==> config.mk <==
export PLATFORM = sky130hd
export DESIGN_NAME = swm_cell
export DESIGN_NICKNAME = d
export VERILOG_FILES = /design/src/sv/swm_pkg.sv /design/src/sv/swm_cell.sv
export SDC_FILE = /design/constraint.sdc
export NUM_CORES = 1
export LEC_CHECK = 0
export BUFFER_PORTS_ARGS = -buffer_cell sky130_fd_sc_hd__clkbuf_2
export CORE_MARGIN = 1.5
export CORE_UTILIZATION = 45
export CTS_CLUSTER_SIZE = 30
export DETAILED_ROUTE_END_ITERATION = 6
export PLACE_DENSITY = 0.83
export SLEW_MARGIN = 20
export SYNTH_ARGS = -nofsm -noshare
export SYNTH_HDL_FRONTEND = slang
export SYNTH_SLANG_ARGS = --single-unit
==> constraint.sdc <==
create_clock -name clk -period 4 [get_ports clk]
set_input_delay 0.2 -clock clk [delete_from_list [all_inputs] [get_ports clk]]
set_output_delay 0.2 -clock clk [all_outputs]
set_load 0.03 [all_outputs]
==> src/sv/swm_pkg.sv <==
// ----------------------------------------------------------------------------
// Sliding window median package
// Shared widths, register map and the neighbor link type of the cell row.
// ----------------------------------------------------------------------------
package swm_pkg;

	localparam int SAMPLE_W       = 32;
	localparam int OUT_W          = 33;
	localparam int WS_W           = 7;
	localparam int WINDOW_MAX_DEF = 64;
	localparam int ADDR_W         = 3;
	localparam int DATA_W         = 32;

	localparam logic [WS_W-1:0] WS_RESET        = 7'd3;
	localparam logic [0:0]      REG_WINDOW_SIZE = 1'b0;

	typedef struct packed {
		logic signed [SAMPLE_W-1:0] val;
		logic                       flag;
	} nb_t;

endpackage

==> src/sv/swm_cell.sv <==
// ----------------------------------------------------------------------------
// Sliding window median cell
// One slot of the sorted window: removes the oldest entry and inserts the
// new sample in one step, trading values with its two neighbors.
// ----------------------------------------------------------------------------
module swm_cell import swm_pkg::*; #(
	parameter int IDX = 0,
	parameter int AW  = 6,
	parameter int CW  = 7
) (
	input  logic                       clk,
	input  logic                       load,
	input  logic signed [SAMPLE_W-1:0] sample,
	input  logic [AW-1:0]              k_age,
	input  logic                       evict,
	input  logic [CW-1:0]              n_cur,
	input  logic [CW-1:0]              n_keep,
	input  logic                       below,
	input  nb_t                        right_raw,
	input  logic [AW-1:0]              right_age,
	input  nb_t                        left_r,
	input  logic [AW-1:0]              left_r_age,
	output nb_t                        raw,
	output logic [AW-1:0]              age,
	output logic                       hit,
	output nb_t                        r_out,
	output logic [AW-1:0]              r_age
);

	localparam logic [CW-1:0] IDX_C = CW'(IDX);

	logic signed [SAMPLE_W-1:0] val_q;
	logic [AW-1:0]              age_q;
	logic signed [SAMPLE_W-1:0] val_nx;
	logic [AW-1:0]              age_nx;
	logic                       own_le;

	always_comb begin
		own_le    = (val_q <= sample);
		raw.val   = val_q;
		raw.flag  = own_le;
		age       = age_q;
		hit       = evict && (IDX_C < n_cur) && (age_q == k_age);
		r_out.val = below ? val_q : right_raw.val;
		r_age     = below ? age_q : right_age;
		r_out.flag = (IDX_C < n_keep) && (below ? own_le : right_raw.flag);
	end

	always_comb begin
		if (r_out.flag) begin
			val_nx = r_out.val;
			age_nx = r_age + AW'(1);
		end else if (left_r.flag) begin
			val_nx = sample;
			age_nx = '0;
		end else begin
			val_nx = left_r.val;
			age_nx = left_r_age + AW'(1);
		end
	end

	always_ff @(posedge clk) begin
		if (load) begin
			val_q <= val_nx;
			age_q <= age_nx;
		end
	end

endmodule

==> results of run 1 <==
==> cell families (layout without fill, tap and decap cells) <==
group / after synthesis / in the layout / synth area share [%]
adder cells (fa/ha/maj): 34 / 34 / 12.0
buffers and inverters: 49 / 257 / 5.77
multiplexers: 108 / 108 / 35.1
AND/OR/NAND/NOR: 46 / 46 / 6.76
XOR/XNOR: 14 / 14 / 3.45
AO/OA/AOI/OAI: 28 / 28 / 4.79
flip-flops: 38 / 38 / 32.1
==> worst max-delay path, stage by stage, from the launching register on <==
cell and delay, ns:
edfxtp_1 0.42, ha_1 0.34, nand4_1 0.17, nor4_1 0.37, a21boi_0 0.24, o32ai_1 0.10
a211oi_1 0.36, a211o_2 0.48, buf_12 0.25, inv_1 0.06, clkbuf_2 0.18
==> registers in the layout, indices dropped and copies added (netlist names) <==
register,cells
age,6
val_q,32
==> Yosys cell counts, drive strengths merged <==
master  count  area (um^2)
xnor2      10         87.6
nor2        9         33.8
a21boi      2         15.0
clkbuf      7         26.3
mux2      107         1240
edfxtp     38         1140
nand2b      1         6.26
a2111o      1         11.3
and3        3         18.8
o211ai      1         7.51
or4         2         15.0
and4        1         8.76
a21oi      14         70.1
inv        36          135
nand2       7         26.3
buf         6         43.8
nand4       7         43.8
o21ai       4         20.0
nor2b       2         12.5
mux2i       1         10.0
xor2        4         35.0
nor4        4         25.0
a211o       1         8.76
a31oi       1         6.26
ha         34          425
nor3        2         10.0
a21o        1         7.51
o32ai       1         8.76
nand3       8         40.0
a211oi      2         15.0
==> how the worst max path moves through the flow <==
stage / startpoint / to / slack [ns] / cells after the start
floorplan: val_q[5] / val_q[22] / 1.0 / 10
finish: val_q[14] / r_out[0] / 0.53 / 10
detailed placement: val_q[30] / val_q[19] / 0.57 / 8
CTS: val_q[30] / r_out[0] / 0.43 / 9
global route: val_q[30] / r_out[0] / 0.22 / 9
global placement: val_q[30] / val_q[17] / 0.65 / 8
==> stage by stage <==
step	util (%)	hold WS, ns	std cells	total power [mW]
6_report	62.1	0.339	627	1.58
4_1_cts	62.1	0.329	627	1.60
2_1_floorplan	-	0.312	317	1.10
5_1_grt	62.1	0.338	627	1.67
3_3_place_gp	61.1	0.620	620	1.32
3_5_place_dp	61.1	0.636	620	1.34
==> cell type report <==
cell class,count,area [um^2]
multi-input combinational,230,2210
inverter,36,135
fill,662,2910
clock buffer,7,76.3
sequential,38,1140
tap,102,128
timing repair buffer,214,1090
==> per-layer routing <==
layer  wire [um]  global-route usage, %  vias up
met4          93                   5.13        0
met5           0                      0        -
met1        3890                   25.7     1482
met3         593                   4.23       12
met2        4990                   43.6      140
li1            -                      -     1590
==> power by group <==
group,total [mW],internal (mW),switching (mW)
Sequential,0.553,0.512,0.0413
Clock,0.257,0.120,0.137
Combinational,0.772,0.329,0.443
==> out/results.txt, run 1 <==
Final routed DRC violation total: 0
Mapped Avg Cell Area: 11.2 um^2
Final worst slack: 0.534 ns
Sequential area share after synthesis: 32.1%
CTS Buf Count: 5
Worst slew margin: 29.4%
N_diodes: 0
Post-DR wirelength/cell: 15.3 um
Setup TNS: 0 ns
Fin crit share: 86.7%
CTS Root Cell: clkbuf_8
Post-synthesis cell count: 317
First-pass GRT wire length: 15400 um
Status: complete, no violations
Core area: 7690 um^2
Final setup vio count: 0
Worst-margin pin slew: 1.06 ns
Unique masters post-synth: 35
Critical register-to-register path startpoint: val_q[14]
Critical path startpoint category: register
Vias in the first global route: 3361
Worst hold start: left_r[28]
Post-layout min period: 3.47 ns
P_leak: 2.38 nW
Reg clk slew, reported paths: 0.08 ns
I/O pin cnt: 213
Total gr overflow: 0
Starting DRT DRC Count: 86
Setup repair bufs after CTS: 0
Post-Syn Nets: 485
Max Clock Skew: 0.0118 ns
Worst hold path depth: 3
Most frequent cells in the layout: clkbuf_2, mux2_2, edfxtp_1
Detailed placement HPWL: 7780 um
Max Freq: 288 MHz
Hold Crit Class: in -> reg
Initial antenna violation count: 0
Largest net degree at the start of global routing: 39
Ratio of cells with drive above 1 in the final layout: 62.3%
R2r worst-path depth: 9
Yosys reg bits: 38
Req. time, crit path: 3.80 ns
Crit-path max FO: 22
# hold bufs at CTS: 0
Vias/cell: 5.14
GRT Overall Usage: 22.7%
Resize count post-CTS: 0
Gpl congestion: 0.844
Commonest non-fill, non-tap cell in the layout: clkbuf_2
Die Y: 91.9 um
# rows: 32
Layout Nets: 693
Drt first pass iters: 4
Syn-to-layout area delta: 34.4%
Final max-slew violation count: 0
PwrDens: 331 nW/um^2
Final count of hold timing violations: 0
Reg-to-reg slack, setup: 0.66 ns
Initial Util: 46.2%
Port Buffers: 212
Crit path kind: reg -> out
CTS sink cnt: 38
Worst Setup End Kind: primary output
Die W: 91.9 um
Unrepaired setup endpoints after global routing: no
Worst-Skew Late Latency: 0.29 ns
Worst EP arrival: 3.27 ns
Reg-to-reg endpoint: val_q[19]
MaxCap Viol Count: 0
Design area: 4780 um^2
Mapped Area: 3550 um^2
CTS tree: built
WHS Endpoint: val_q[27]
Htree depth: 2
Antenna-violating nets left: 0
Cell area after placement: 4700 um^2
Via count: 3224
Die area: 8440 um^2
Clock buffer depth: 2
Synth warn: 0
Routed wire length: 9570 um
Peak supply drop: 163 uV
Pre-CTS setup slack: 0.568 ns
No activity file was read; power rests on OpenSTA's default activity.
==> inputs of run 2 (changes only) <==
--- a/config.mk
+++ b/config.mk
@@ -6,6 +6,7 @@
 export NUM_CORES = 1
 export LEC_CHECK = 0
 export BUFFER_PORTS_ARGS = -buffer_cell sky130_fd_sc_hd__clkbuf_2
+export CORE_ASPECT_RATIO = 0.5
 export CORE_MARGIN = 1.5
 export CORE_UTILIZATION = 45
 export CTS_CLUSTER_SIZE = 30
==> run 2 against run 1 <==
Net effect:
- sequential power about the same
- clock power is 48% higher
- combinational power down 0.5%
- worst hold slack improved by 0.0052 ns
- first-iteration DRC count grew 36%
- total power is 7.6% higher
- sequential share of layout area shrank 0.34 points
==> out/results.txt, run 2 (same netlist as run 1, synthesis figures left out) <==
Status: complete, no violations
Die W: 129 um (+40%)
Crit path kind: reg -> out
Biggest register: val_q
Die area: 8470 um^2 (+0.39%)
Unrepaired setup endpoints after global routing: no
Max Clock Skew: 0.00516 ns (-0.00662 ns)
Starting DRT DRC Count: 117 (+36%)
Setup TNS: 0 ns (unchanged)
Post-DR wirelength/cell: 14.8 um (-3.0%)
PwrDens: 351 nW/um^2 (+6.0%)
# hold bufs at CTS: 0 (unchanged)
Critical register-to-register path startpoint: val_q[14]
Hold Crit Class: in -> reg
Worst slew margin: 29.6% (+0.20 points)
Final max-slew violation count: 0 (unchanged)
Peak supply drop: 219 uV (+34%)
Core area: 7490 um^2 (-2.6%)
Vias/cell: 5.00 (-2.7%)
I/O pin cnt: 213 (unchanged)
Critical path startpoint category: register
Initial antenna violation count: 0 (unchanged)
Max reg flops: 32 (unchanged)
Layout Nets: 693 (unchanged)
Largest net degree at the start of global routing: 39 (unchanged)
Final setup vio count: 0 (unchanged)
Vias in the first global route: 3035 (-9.7%)
CTS Buf Count: 5 (unchanged)
Worst EP arrival: 3.25 ns (-0.02 ns)
Setup repair bufs after CTS: 0 (unchanged)
Antenna-violating nets left: 0 (unchanged)
Die Y: 65.8 um (-28%)
Most frequent cells in the layout: clkbuf_2, mux2_2, edfxtp_1
Final routed DRC violation total: 0 (unchanged)
Final count of hold timing violations: 0 (unchanged)
# rows: 22 (-31%)
Syn-to-layout area delta: 36.4%
Worst hold start: left_r[18]
GRT Overall Usage: 21.6% (-1.1 points)
Worst Path Buf+Inv: 3 (unchanged)
Htree depth: 2 (unchanged)
Reg clk slew, reported paths: 0.06 ns (-0.02 ns)
Crit. Startpoint: val_q[14]
Req. time, crit path: 3.80 ns (about the same)
Crit-path leading delay family: compound AO/OA/AOI/OAI gates
Crit-path max FO: 25 (+14%)
Max Freq: 290 MHz (+0.44%)
Critical-path top delay cell: nor4_1
CP peak stage delay: 0.46 ns (-0.02 ns)
Detailed placement HPWL: 7640 um (-1.8%)
Via count: 3171 (-1.6%)
N_diodes: 0 (unchanged)
MaxCap Viol Count: 0 (unchanged)
Clock buffer depth: 2 (unchanged)
Final Hold Slack: 0.345 ns (+0.00518 ns)
Drt first pass iters: 4 (unchanged)
Routed wire length: 9390 um (-1.9%)
CTS Root Cell: clkbuf_16
Initial Util: 47.5% (+1.2 points)
Ratio of cells with drive above 1 in the final layout: 62.4% (+0.072 points)
Worst-Skew Late Latency: 0.28 ns (about the same)
P_leak: 2.41 nW (+1.3%)
First-pass GRT wire length: 14300 um (-7.1%)
Resize count post-CTS: 0 (unchanged)
Total gr overflow: 0 (unchanged)
CTS tree: built
Final worst slack: 0.549 ns (+0.0151 ns)
Post-layout min period: 3.45 ns (-0.0151 ns)
Pre-CTS setup slack: 0.666 ns (+0.0983 ns)
Worst-margin pin slew: 1.06 ns (-0.00302 ns)
Fin crit share: 86.3% (-0.38 points)
Gpl congestion: 0.796 (-5.7%)
Port Buffers: 212 (unchanged)
Critical path, cell by cell: ha_1 -> nand4_1 -> nor4_1 -> a21boi_0 -> o32ai_1 -> a211oi_1 -> a211o_2 -> buf_12 -> inv_1 -> clkbuf_2
Worst Setup End Kind: primary output
CTS sink cnt: 38 (unchanged)
Commonest non-fill, non-tap cell in the layout: clkbuf_2
-- run 2: changes by cell type in the layout (fill, tap and decap cells not counted), sizes merged --
cell and delta:
clkbuf -1, clkinv +2
-- run 2: stage by stage --
| stage | power [mW] | util, % | area (um^2) | std cells |
|---|---|---|---|---|
| after floorplan | 1.10 | - | 3550 | 317 |
| after detailed placement | 1.33 | 62.9 | 4710 | 626 |
| after CTS | 1.72 | 64.7 | 4850 | 634 |
| after global routing | 1.79 | 64.7 | 4850 | 634 |
| final | 1.70 | 64.7 | 4850 | 634 |
| after global placement | 1.31 | 62.9 | 4710 | 626 |
-- run 2: layout make-up --
class,count,area [um^2]
multi-input cells,230,2210
clock buffers,6,129
inverters,36,135
flip-flops and latches,38,1140
fillers,636,2640
repair buffers,214,1090
well taps,108,135
clock inverters,2,8.76
-- run 2: worst min-delay path, stage by stage --
cell and delay (ns):
clkbuf_2 0.07, mux2_2 0.12, mux2_2 0.13
-- run 2: worst paths after layout --
| kind | cells after the start | to | slack [ns] |
|---|---|---|---|
| max | 10 | r_out[0] | 0.55 |
| min | 3 | val_q[17] | 0.34 |
| max reg2reg | 9 | age[3] | 0.66 |
| min reg2reg | 2 | val_q[13] | 0.77 |
-- run 2: layer usage --
metal / share of wire (%) / track usage [%] / vias to the layer above / routed length (um)
met5: 0 / 0 / - / 0
met4: 0.65 / 3.93 / 0 / 61
met3: 4.2 / 4.29 / 6 / 396
met2: 52 / 40.3 / 83 / 4840
met1: 44 / 26.4 / 1491 / 4080
li1: - / - / 1591 / -
-- run 2: report_power, final --
| group | total (mW) | internal (mW) | switching (mW) | leakage, nW |
|---|---|---|---|---|
| combinational | 0.768 | 0.329 | 0.439 | 1.97 |
| sequential | 0.553 | 0.512 | 0.0411 | 0.373 |
| clock | 0.380 | 0.228 | 0.152 | 0.0683 |
